[src/rtl/core/jsu_pkg.sv]
// ----------------------------------------------------------------------------
// jsu_pkg - shared types and helpers for the JSON string unescaper
// Scan modes, result kinds, the command passed from front to back end,
// and small decode functions.
// ----------------------------------------------------------------------------
package jsu_pkg;

	// Scan state of the front end
	typedef enum logic [1:0] {
		MODE_IDLE = 2'd0,
		MODE_STR  = 2'd1,
		MODE_ESC  = 2'd2,
		MODE_HEX  = 2'd3
	} jsu_mode_t;

	// Result kind codes on the output channel
	localparam logic [1:0] KIND_DATA = 2'd0;
	localparam logic [1:0] KIND_END  = 2'd1;
	localparam logic [1:0] KIND_ERR  = 2'd2;

	// Command kinds queued between front and back end
	typedef enum logic [1:0] {
		CMD_DATA = 2'd0,  // one data byte in value[7:0]
		CMD_END  = 2'd1,  // end of string
		CMD_ERR  = 2'd2,  // parse error
		CMD_CP   = 2'd3   // code point in value, emitted as UTF-8
	} jsu_op_t;

	typedef struct packed {
		jsu_op_t     op;
		logic [15:0] value;
	} jsu_cmd_t;

	localparam int CMD_W         = $bits(jsu_cmd_t);
	localparam int QUEUE_DEPTH_D = 4;

	// UTF-8 limits and marks
	localparam logic [15:0] CP_1B_LIMIT = 16'h0080;
	localparam logic [15:0] CP_2B_LIMIT = 16'h0800;
	localparam logic [7:0]  LEAD_2B     = 8'hC0;
	localparam logic [7:0]  LEAD_3B     = 8'hE0;
	localparam logic [7:0]  CONT_MARK   = 8'h80;
	localparam logic [5:0]  CONT_MASK   = 6'h3F;

	// ASCII codes used by the scanner
	localparam logic [7:0] CH_QUOTE = 8'h22;
	localparam logic [7:0] CH_BSL   = 8'h5C;
	localparam logic [7:0] CH_SLASH = 8'h2F;
	localparam logic [7:0] CH_SPACE = 8'h20;

	// Escape letters after a backslash
	localparam logic [7:0] CH_ESC_B = 8'h62;
	localparam logic [7:0] CH_ESC_F = 8'h66;
	localparam logic [7:0] CH_ESC_N = 8'h6E;
	localparam logic [7:0] CH_ESC_R = 8'h72;
	localparam logic [7:0] CH_ESC_T = 8'h74;
	localparam logic [7:0] CH_ESC_U = 8'h75;

	// Hex digit value; valid flag in bit 4
	function automatic logic [4:0] hex_decode(input logic [7:0] c);
		logic [4:0] r;
		r = 5'd0;
		if (c >= 8'h30 && c <= 8'h39) begin
			r = {1'b1, c[3:0]};
		end else if ((c >= 8'h61 && c <= 8'h66) || (c >= 8'h41 && c <= 8'h46)) begin
			r = {1'b1, c[3:0] + 4'd9};
		end
		return r;
	endfunction

	// Number of results a command produces, minus one
	function automatic logic [1:0] cmd_last_idx(input jsu_cmd_t cmd);
		logic [1:0] r;
		r = 2'd0;
		if (cmd.op == CMD_CP) begin
			if (cmd.value < CP_1B_LIMIT) begin
				r = 2'd0;
			end else if (cmd.value < CP_2B_LIMIT) begin
				r = 2'd1;
			end else begin
				r = 2'd2;
			end
		end
		return r;
	endfunction

endpackage

[src/rtl/core/jsu_front.sv]
// ----------------------------------------------------------------------------
// jsu_front - byte classifier and escape scanner
// Tracks the string scan state and turns each accepted byte into at most
// one command for the back end.
// ----------------------------------------------------------------------------
module jsu_front
	import jsu_pkg::*;
(
	input  logic       clk,
	input  logic       arst_n,
	input  logic       accept,
	input  logic [7:0] in_byte,
	output logic       push,
	output jsu_cmd_t   cmd
);

	jsu_mode_t   mode_q, mode_d;
	logic [1:0]  hex_cnt_q, hex_cnt_d;
	logic [15:0] acc_q, acc_d;
	logic [4:0]  hex;

	assign hex = hex_decode(in_byte);

	// Classify the byte and pick next scan state
	always_comb begin
		mode_d    = mode_q;
		hex_cnt_d = hex_cnt_q;
		acc_d     = acc_q;
		push      = 1'b0;
		cmd.op    = CMD_DATA;
		cmd.value = {8'd0, in_byte};
		unique case (mode_q)
			MODE_IDLE: begin
				if (in_byte == CH_QUOTE) begin
					mode_d    = MODE_STR;
					hex_cnt_d = 2'd0;
					acc_d     = 16'd0;
				end
			end
			MODE_STR: begin
				if (in_byte == CH_QUOTE) begin
					mode_d = MODE_IDLE;
					push   = 1'b1;
					cmd.op = CMD_END;
				end else if (in_byte < CH_SPACE) begin
					mode_d = MODE_IDLE;
					push   = 1'b1;
					cmd.op = CMD_ERR;
				end else if (in_byte == CH_BSL) begin
					mode_d = MODE_ESC;
				end else begin
					push = 1'b1;
				end
			end
			MODE_ESC: begin
				mode_d = MODE_STR;
				push   = 1'b1;
				case (in_byte) inside
					CH_QUOTE, CH_BSL, CH_SLASH: cmd.value = {8'd0, in_byte};
					CH_ESC_B: cmd.value = 16'h0008;
					CH_ESC_F: cmd.value = 16'h000C;
					CH_ESC_N: cmd.value = 16'h000A;
					CH_ESC_R: cmd.value = 16'h000D;
					CH_ESC_T: cmd.value = 16'h0009;
					CH_ESC_U: begin
						mode_d    = MODE_HEX;
						push      = 1'b0;
						hex_cnt_d = 2'd0;
						acc_d     = 16'd0;
					end
					default: begin
						mode_d = MODE_IDLE;
						cmd.op = CMD_ERR;
					end
				endcase
			end
			MODE_HEX: begin
				if (!hex[4]) begin
					mode_d = MODE_IDLE;
					push   = 1'b1;
					cmd.op = CMD_ERR;
				end else if (hex_cnt_q == 2'd3) begin
					mode_d    = MODE_STR;
					push      = 1'b1;
					cmd.op    = CMD_CP;
					cmd.value = {acc_q[11:0], hex[3:0]};
					hex_cnt_d = 2'd0;
					acc_d     = 16'd0;
				end else begin
					acc_d     = {acc_q[11:0], hex[3:0]};
					hex_cnt_d = hex_cnt_q + 2'd1;
				end
			end
			default: mode_d = MODE_IDLE;
		endcase
		// Leaving a string clears the escape context
		if (mode_d == MODE_IDLE) begin
			hex_cnt_d = 2'd0;
			acc_d     = 16'd0;
		end
		if (!accept) begin
			push = 1'b0;
		end
	end

	// Advance scan state on each accepted byte
	always_ff @(posedge clk or negedge arst_n) begin
		if (!arst_n) begin
			mode_q    <= MODE_IDLE;
			hex_cnt_q <= 2'd0;
			acc_q     <= 16'd0;
		end else if (accept) begin
			mode_q    <= mode_d;
			hex_cnt_q <= hex_cnt_d;
			acc_q     <= acc_d;
		end
	end

	// Hex counter only runs while reading a unicode escape
	assert property (@(posedge clk) disable iff (!arst_n)
		(mode_q != MODE_HEX) |-> (hex_cnt_q == 2'd0))
		else $error("hex counter nonzero outside unicode escape");

	// Accumulator is cleared whenever the scanner is idle
	assert property (@(posedge clk) disable iff (!arst_n)
		(mode_q == MODE_IDLE) |-> (acc_q == 16'd0))
		else $error("accumulator not cleared while idle");

	// A command is only queued for an accepted byte
	assert property (@(posedge clk) disable iff (!arst_n)
		push |-> accept)
		else $error("command queued without accepted byte");

endmodule

[src/rtl/core/jsu_fifo.sv]
// ----------------------------------------------------------------------------
// jsu_fifo - short command queue between front and back end
// Flip-flop queue with a fill count; full and empty come from registers.
// ----------------------------------------------------------------------------
module jsu_fifo
	import jsu_pkg::*;
#(
	parameter int DEPTH = QUEUE_DEPTH_D
) (
	input  logic     clk,
	input  logic     arst_n,
	input  logic     push,
	input  jsu_cmd_t wdata,
	input  logic     pop,
	output jsu_cmd_t rdata,
	output logic     full,
	output logic     empty
);

	localparam int PTR_W = (DEPTH > 1) ? $clog2(DEPTH) : 1;
	localparam int CNT_W = $clog2(DEPTH + 1);
	localparam logic [PTR_W-1:0] PTR_LAST = PTR_W'(DEPTH - 1);
	localparam logic [CNT_W-1:0] CNT_FULL = CNT_W'(DEPTH);

	jsu_cmd_t         mem_q [DEPTH];
	logic [PTR_W-1:0] wr_ptr_q, rd_ptr_q;
	logic [CNT_W-1:0] count_q;

	assign full  = (count_q == CNT_FULL);
	assign empty = (count_q == '0);
	assign rdata = mem_q[rd_ptr_q];

	// Store pushed command
	always_ff @(posedge clk) begin
		if (push) begin
			mem_q[wr_ptr_q] <= wdata;
		end
	end

	// Advance pointers and fill count
	always_ff @(posedge clk or negedge arst_n) begin
		if (!arst_n) begin
			wr_ptr_q <= '0;
			rd_ptr_q <= '0;
			count_q  <= '0;
		end else begin
			if (push) begin
				wr_ptr_q <= (wr_ptr_q == PTR_LAST) ? '0 : wr_ptr_q + PTR_W'(1);
			end
			if (pop) begin
				rd_ptr_q <= (rd_ptr_q == PTR_LAST) ? '0 : rd_ptr_q + PTR_W'(1);
			end
			if (push && !pop) begin
				count_q <= count_q + CNT_W'(1);
			end else if (pop && !push) begin
				count_q <= count_q - CNT_W'(1);
			end
		end
	end

	assert property (@(posedge clk) disable iff (!arst_n)
		!(push && full))
		else $error("push into full queue");

	assert property (@(posedge clk) disable iff (!arst_n)
		!(pop && empty))
		else $error("pop from empty queue");

	assert property (@(posedge clk) disable iff (!arst_n)
		count_q <= CNT_FULL)
		else $error("queue count out of range");

endmodule

[src/rtl/core/jsu_back.sv]
// ----------------------------------------------------------------------------
// jsu_back - result emitter
// Walks each queued command through its one to three result bytes and
// holds them in the output register.
// ----------------------------------------------------------------------------
module jsu_back
	import jsu_pkg::*;
(
	input  logic       clk,
	input  logic       arst_n,
	input  jsu_cmd_t   head,
	input  logic       head_valid,
	output logic       pop,
	output logic       out_valid,
	input  logic       out_ready,
	output logic [1:0] kind,
	output logic [7:0] out_byte,
	output logic       last
);

	logic       valid_q;
	logic [1:0] kind_q;
	logic [7:0] byte_q;
	logic       last_q;
	logic [1:0] idx_q;
	logic [1:0] last_idx;
	logic       load;
	logic [1:0] kind_d;
	logic [7:0] byte_d;
	logic       last_d;

	assign last_idx = cmd_last_idx(head);
	assign load     = head_valid && (!valid_q || out_ready);
	assign last_d   = (idx_q == last_idx);
	assign pop      = load && last_d;

	// Select the result byte for the current position
	always_comb begin
		kind_d = KIND_DATA;
		byte_d = 8'd0;
		unique case (head.op)
			CMD_DATA: byte_d = head.value[7:0];
			CMD_END:  kind_d = KIND_END;
			CMD_ERR:  kind_d = KIND_ERR;
			CMD_CP: begin
				case (idx_q)
					2'd0: begin
						if (last_idx == 2'd0) begin
							byte_d = head.value[7:0];
						end else if (last_idx == 2'd1) begin
							byte_d = LEAD_2B | {3'd0, head.value[10:6]};
						end else begin
							byte_d = LEAD_3B | {4'd0, head.value[15:12]};
						end
					end
					2'd1: begin
						if (last_idx == 2'd1) begin
							byte_d = CONT_MARK | {2'd0, head.value[5:0] & CONT_MASK};
						end else begin
							byte_d = CONT_MARK | {2'd0, head.value[11:6] & CONT_MASK};
						end
					end
					default: byte_d = CONT_MARK | {2'd0, head.value[5:0] & CONT_MASK};
				endcase
			end
			default: kind_d = KIND_ERR;
		endcase
	end

	// Hold the result until taken; step through the command
	always_ff @(posedge clk or negedge arst_n) begin
		if (!arst_n) begin
			valid_q <= 1'b0;
			idx_q   <= 2'd0;
		end else begin
			if (load) begin
				valid_q <= 1'b1;
				idx_q   <= last_d ? 2'd0 : idx_q + 2'd1;
			end else if (out_ready) begin
				valid_q <= 1'b0;
			end
		end
	end

	always_ff @(posedge clk) begin
		if (load) begin
			kind_q <= kind_d;
			byte_q <= byte_d;
			last_q <= last_d;
		end
	end

	assign out_valid = valid_q;
	assign kind      = kind_q;
	assign out_byte  = byte_q;
	assign last      = last_q;

	// End and error results are single, so they always carry last
	assert property (@(posedge clk) disable iff (!arst_n)
		(valid_q && kind_q != KIND_DATA) |-> (last_q && byte_q == 8'd0))
		else $error("end or error result malformed");

	// Position within a command never passes the third byte
	assert property (@(posedge clk) disable iff (!arst_n)
		idx_q != 2'd3)
		else $error("result position out of range");

	// A partly emitted command stays at the queue head
	assert property (@(posedge clk) disable iff (!arst_n)
		(idx_q != 2'd0) |-> head_valid)
		else $error("command lost mid emission");

endmodule

[src/rtl/core/json_string_unescape_utf8.sv]
// A result passes through the command queue and the output register after the input byte is accepted.
// Throughput: one input byte per cycle; one result per cycle on the output while out_ready,
// so a unicode escape yields up to three results from six input bytes.
// Input stalls only when the command queue (QUEUE_DEPTH entries) is full.
// Reset (arst_n low) returns the scanner to idle and empties queue and output.
// ----------------------------------------------------------------------------
// json_string_unescape_utf8 - JSON string unescaper with UTF-8 output
// Front end scans bytes and escapes, queue decouples, back end emits bytes.
// ----------------------------------------------------------------------------
module json_string_unescape_utf8
	import jsu_pkg::*;
#(
	parameter int QUEUE_DEPTH = QUEUE_DEPTH_D
) (
	input  logic       clk,
	input  logic       arst_n,
	input  logic       in_valid,
	output logic       in_ready,
	input  logic [7:0] in_byte,
	output logic       out_valid,
	input  logic       out_ready,
	output logic [1:0] kind,
	output logic [7:0] out_byte,
	output logic       last
);

	logic     accept;
	logic     push;
	logic     pop;
	logic     full;
	logic     empty;
	jsu_cmd_t cmd;
	jsu_cmd_t head;

	// Accept a transaction whenever the queue has room
	assign in_ready = !full;
	assign accept   = in_valid && in_ready;

	jsu_front u_front (
		.clk     (clk),
		.arst_n  (arst_n),
		.accept  (accept),
		.in_byte (in_byte),
		.push    (push),
		.cmd     (cmd)
	);

	jsu_fifo #(
		.DEPTH (QUEUE_DEPTH)
	) u_fifo (
		.clk    (clk),
		.arst_n (arst_n),
		.push   (push),
		.wdata  (cmd),
		.pop    (pop),
		.rdata  (head),
		.full   (full),
		.empty  (empty)
	);

	jsu_back u_back (
		.clk        (clk),
		.arst_n     (arst_n),
		.head       (head),
		.head_valid (!empty),
		.pop        (pop),
		.out_valid  (out_valid),
		.out_ready  (out_ready),
		.kind       (kind),
		.out_byte   (out_byte),
		.last       (last)
	);

endmodule

[config.mk]
export PLATFORM = sky130hd
export DESIGN_NAME = json_string_unescape_utf8
export DESIGN_NICKNAME = d
export VERILOG_FILES = /design/src/rtl/core/jsu_pkg.sv /design/src/rtl/core/jsu_front.sv /design/src/rtl/core/jsu_fifo.sv /design/src/rtl/core/jsu_back.sv /design/src/rtl/core/json_string_unescape_utf8.sv
export SDC_FILE = /design/constraint.sdc
export NUM_CORES = 1
export LEC_CHECK = 0
export ABC_AREA = 0
export BUFFER_PORTS_ARGS = -buffer_cell sky130_fd_sc_hd__clkbuf_2
export CAP_MARGIN = 20
export CORE_MARGIN = 2
export CORE_UTILIZATION = 58
export CTS_CLUSTER_SIZE = 14
export DETAILED_ROUTE_END_ITERATION = 10
export PLACE_DENSITY = 0.87
export REMOVE_ABC_BUFFERS = 1
export SLEW_MARGIN = 15
export SYNTH_ARGS = -nofsm -noshare
export SYNTH_HDL_FRONTEND = slang
export SYNTH_SLANG_ARGS = --single-unit
[constraint.sdc]
create_clock -name clk -period 4.3 [get_ports clk]
set_clock_uncertainty 0.2 [all_clocks]
set_input_delay 0.645 -clock clk [delete_from_list [all_inputs] [get_ports clk]]
set_output_delay 0.645 -clock clk [all_outputs]
set_load 0.01 [all_outputs]
Word-level counts from Yosys, hierarchy flattened
Memories as Yosys holds them, arrays and structs flattened.
Index checks and enable logic that the tools add are counted.
W data, S select, Z words.
- magnitude comparators: 9
- muxes and demuxes: 92
- reductions and logical operators: 26
- equal/unequal tests: 31
- add/subtract/negate cells: 7
- operators with widths (operator ; count):
    $mux W12 ; 11
    $mux W16 ; 6
    $mux W2 ; 40
    $eq A8 B7 Y1 const B ; 7
    $pmux W12 S3 ; 1
    $pmux W16 S2 ; 1
    $pmux W8 S2 ; 2
    $mux W18 ; 1
    $mux W1 ; 17
    $eq A8 B6 Y1 const B ; 2
    $ge A8 B7 Y1 const B ; 2
    $le A8 B7 Y1 const B ; 2
    $lt A16 B12 Y1 const B ; 1
    $lt A16 B8 Y1 const B ; 1
    $mux W8 ; 2
    $ne A3 B3 Y1 const B ; 5
    $eq A2 B2 Y1 const B ; 7
    $mux W6 ; 2
    $pmux W2 S3 ; 2
    $reduce_and A11 Y1 ; 1
    $logic_not A2 Y1 ; 5
    $mux W5 ; 2
    $ne A3 B1 Y1 const B ; 3
    $add A2 B1 Y2 const B ; 4
    21 further kinds ; 38
- memories: 1
- logic and storage cells: 177
- bits in writable memories: 72
- output and inout port bits: 13
- flip-flop bits (word level): 37
- input bits: 12
- memory list (memory ; words ; bits a word ; read ports ; clocked after Yosys merged registers in ; write ports ; line ; text):
    u_fifo.mem_q ; 4 ; 18 ; 1 ; 0 ; 1 ; jsu_fifo.sv:25 ; jsu_cmd_t mem_q [DEPTH];

Logic depth before layout (Yosys ltp)
- depth after elaboration: 14
- mapped depth: 14
- mapped depth without buffers: 13

Modules after synthesis
Synthesis repeated with hierarchy kept, for this count alone.
- cell total of the unflattened synthesis: 461
- area total of the unflattened synthesis: 5821.8 µm²
- by module, submodules not included (module ; seq. area each (µm²) ; times used ; cells an instance ; area an instance (µm²)):
    jsu_fifo ; 2337.2 ; 1 ; 131 ; 3015.4
    jsu_front ; 400.4 ; 1 ; 204 ; 1652.8
    jsu_back ; 405.4 ; 1 ; 123 ; 1139.8
    json_string_unescape_utf8 ; 0.0 ; 1 ; 3 ; 13.8

Worst setup path after synthesis
Ideal clock, no wire load.
- kind: reg-to-reg
- start: register u_fifo.rd_ptr_q[0]
- end: register u_fifo.count_q[2]
- stages on the path, launching flop included: 15
- buffers on the path: 3
- setup slack: 0.365 ns
- arrival: 3.656 ns
- clock period less this slack: 3.935 ns
- required time: 4.021 ns
- setup time: 0.079 ns
- cells stage by stage: dfrtp_1 buf_6 buf_1 mux4_2 ha_1 clkbuf_1 and4_1 o31a_1 inv_1 ha_1 inv_1 fa_1 xor2_1 nor2_1 xor2_1
- word-level cells in the longest chain between the ends: 10
- elaborated cells on any way between the ends: 14
- those cells by class: order compare (2); eq/ne (2); mux (4); reduce/logical (5); memory (1)
- ends and longest elaborated chain (item ; line ; text):
    start, declared ; jsu_fifo.sv:26 ; logic [PTR_W-1:0] wr_ptr_q, rd_ptr_q;
    start signal, assigned ; jsu_fifo.sv:51 ; rd_ptr_q <= (rd_ptr_q == PTR_LAST) ? '0 : rd_ptr_q + PTR_W'(1);
    $mem_v2 Z4 W18 * ; -- ;
    $lt A16 B12 Y1 ; jsu_pkg.sv:78 ; end else if (cmd.value < CP_2B_LIMIT) begin
    $mux W2 ; jsu_pkg.sv:78 ;
    $mux W2 ; jsu_pkg.sv:76 ; if (cmd.value < CP_1B_LIMIT) begin
    $mux W2 * ; jsu_pkg.sv:75 ; if (cmd.op == CMD_CP) begin
    $eq A2 B2 Y1 * ; jsu_back.sv:34 ; assign last_d = (idx_q == last_idx);
    $logic_and A1 B1 Y1 * ; jsu_back.sv:35 ; assign pop = load && last_d;
    $logic_not A1 Y1 ; jsu_fifo.sv:53 ; if (push && !pop) begin
    $logic_and A1 B1 Y1 ; jsu_fifo.sv:53 ;
    $mux W3 / $reduce_bool A2 Y1 (equally long branches) ; -- ;
    end signal, assigned ; jsu_fifo.sv:54 ; count_q <= count_q + CNT_W'(1);
    end signal, assigned ; jsu_fifo.sv:56 ; count_q <= count_q - CNT_W'(1);
    end, declared ; jsu_fifo.sv:27 ; logic [CNT_W-1:0] count_q;
Every way passes the cells marked *; elsewhere a longest branch is shown, timed or not.
A chain may end at the register's enable or synchronous reset.

Final worst setup path
Ends and elaborated chain as after synthesis.

==> impl_metrics.toml <==
[outcome]
status = "complete, no violations"

[clock_tree]
cts.path.max_buffers = 2
cts.sinks = 109
htreeDepth = 3
cts_buffers = 9
clk-insertion-delay-late_ns = 0.36
cts.reportedPaths.clkPinSlew_ns = 0.11
tritoncts = "built"
clockRootBuffer = "clkbuf_8"
post_cts_buffers = 0

[final_layout]
nFillCells = 650
n_antenna_cell = 0
mostFrequentLayoutCell = "edfxtp_1"
area_growth_pct = 8.76
final_cell_mix = "edfxtp_1 (83), nand2_1 (31), dfrtp_1 (25), clkbuf_2 (24), o21ai_0 (21)"
drive_gt1_share_pct = 20.6
nets = 477

[sta]
drv_slew = 0
tightest_slew_ns = 0.939
finalSetupTns_ns = 0
relSlewSlack_pct = 36.6
finalCriticalPeriod_ns = 4.02
grt_setup_unrepaired = "no"
setup_viol = 0
period_share_pct = 93.5
fmax_mhz = 249
hold_viol = 0

[synth]
syn_inst = 421
synth_flop_cell = "edfxtp_1"
ys_types = 66
ys_warn_count = 0
syn_avg_cell_area_um2 = 13.0
synth-edff-count = 83
synth_seq_cells = 109
seq_area_frac_synth_pct = 57.3
netlist_area_um2 = 5490
async_flop_share_pct = 23.9

[routing]
drc = 0
drtIter0Drc = 343
first_pass_iters = 5
drt_wl_total_mm = 10.8
viasPerCell = 6.46
num_vias = 3629
ant_nets = 0
drt-wirelength-per-cell_um = 19.3

[floorplan]
io_pins = 25
die_width_um = 101
start_util_pct = 59.7
dieArea_um2 = 10300
fp.dieH_um = 101
rows = 35
coreArea_um2 = 9200

[global_routing]
grt_pass1_vias = 3526
grt_max_degree = 27
overflow = 0
grt.total_usage_pct = 22.3
antenna_found_initial = 0
grt_pass1_wl_mm = 17.6

[worst_setup_path]
worstPathArrival_ns = 4.09
reg2reg_from = "u_fifo.rd_ptr_q[0]"
critPathCaptureType = "flop"
worstPathMaxFanout = 11
reg2reg_to = "u_fifo.count_q[2]"
crit_type = "reg -> reg"
crit_required_ns = 4.37
r2r_slack_ns = 0.28
reg2reg_depth = 13
startpoint_type = "flop"

[power]
p_leak_nw = 2.24
power_density_nw_per_um2 = 520
ir_worst_vdd_v = 0.000303
power_mw = 3.11

[placement]
portBuffers = 24
dpl.hpwl_mm = 7.63
gp_congestion = 0.915

[run]
max_cap_viol_count = 0

[hold_path]
hp-class = "in -> async"
## kinds of logic (layout without fill, tap and decap cells)
logic type               after synthesis  in the layout  synth area share (%)
multiplexers                          29             29                  9.74
buffers and inverters                 41             71                  3.08
flip-flops                           109            109                  57.3
XOR/XNOR                               6              6                 0.958
adder cells (fa/ha/maj)               19             19                  4.47
AO/OA/AOI/OAI                         94             94                  12.0
AND/OR/NAND/NOR                      123            123                  12.4
## report_power, final
| group | internal [mW] | leakage [nW] | switching [mW] |
|---|---|---|---|
| clock network | 0.339 | 0.114 | 0.346 |
| registers | 1.25 | 1.11 | 0.103 |
| logic | 0.467 | 1.02 | 0.598 |
| total | 2.06 | 2.24 | 1.05 |
## worst max-delay path by stage
stage	cells after the start	endpoint	slack (ns)	start
after CTS	13	u_fifo.count_q[2]	0.07	u_fifo.rd_ptr_q[0]
after floorplan	12	u_fifo.count_q[2]	0.19	u_fifo.rd_ptr_q[0]
after global routing	13	u_fifo.count_q[2]	0.03	u_fifo.rd_ptr_q[0]
final	13	u_fifo.count_q[2]	0.28	u_fifo.rd_ptr_q[0]
after global placement	13	u_fifo.count_q[2]	0.36	u_fifo.rd_ptr_q[0]
after detailed placement	13	u_fifo.count_q[2]	0.13	u_fifo.rd_ptr_q[0]
## cell type report
class / count / area, um^2 / share of cell area, %
multi-input combinational: 271 / 2180 / 36.5
inverter: 20 / 75.1 / 1.26
clock buffer: 10 / 128 / 2.14
tap: 111 / 139 / 2.33
clock inverter: 6 / 97.6 / 1.64
sequential: 109 / 3140 / 52.7
timing repair buffer: 35 / 203 / 3.40
## worst max-delay path, stage by stage, from the launching register on
cell and delay, ns:
dfrtp_2 0.56, buf_4 0.33, mux4_2 0.58, nor3_2 0.23, nand2_2 0.18, and4_1 0.27
o31a_1 0.31, inv_1 0.09, ha_1 0.17, inv_1 0.07, fa_1 0.43, xor2_1 0.17
nor2_1 0.12, xor2_1 0.23
## cells in the mapped netlist, types with 3 or more instances
cell      instances  area share, %
dfrtp_1          26             12
a21o_1            4           0.55
mux2_2            7            1.4
o21ai_0          21            1.9
buf_1             3           0.21
xor2_1            3           0.48
nor3_1            6           0.55
ha_1             18            4.1
nand3_1          13            1.2
mux4_2           18            7.4
nand2b_1          7           0.80
nand3b_1          4           0.55
or3_1             3           0.34
inv_1            19            1.3
xnor2_1           3           0.48
edfxtp_1         83             45
o41ai_1           3           0.48
o21bai_1          3           0.41
and3_1           14            1.6
or3b_2            4           0.64
a21oi_1          15            1.4
a211oi_1          3           0.41
nor2_1           15            1.0
a22o_1           16            2.6
clkbuf_1         16            1.1
and2_1            6           0.68
nand2_1          31            2.1
## stage by stage
stage                     cell area [um^2]  worst slack (ns)  hold slack, ns  cells  util (%)
final                                 5970             0.280          0.0957    562      64.9
after floorplan                       5390             0.186           0.149    400         -
after global placement                5730             0.365           0.281    546      62.4
after global routing                  5970            0.0294           0.135    562      64.9
after detailed placement              5730             0.134           0.297    546      62.4
after CTS                             5960            0.0669           0.105    562      64.8
## per-layer routing
| metal | wire (um) | GRT usage (%) | vias up |
|---|---|---|---|
| li1 | - | - | 1668 |
| met1 | 4600 | 30.7 | 1788 |
| met2 | 5360 | 36.4 | 149 |
| met3 | 577 | 3.17 | 24 |
| met4 | 287 | 8.73 | 0 |
| met5 | 0 | 0 | - |
## state kept, by name (all words and copies together), names as in the netlist, 3 cells and up
register / cells
u_front.acc_q: 12
u_fifo.count_q: 3
u_fifo.mem_q: 72
u_back.out_byte: 8
## timing repair
action | CTS | global route
hold buffers | 0 | 0
endpoints found under the setup margin | 0 | 1
hold endpoints to repair | 0 | 0
gates resized for setup | 0 | 1
Power figures use the tool's default switching activity.
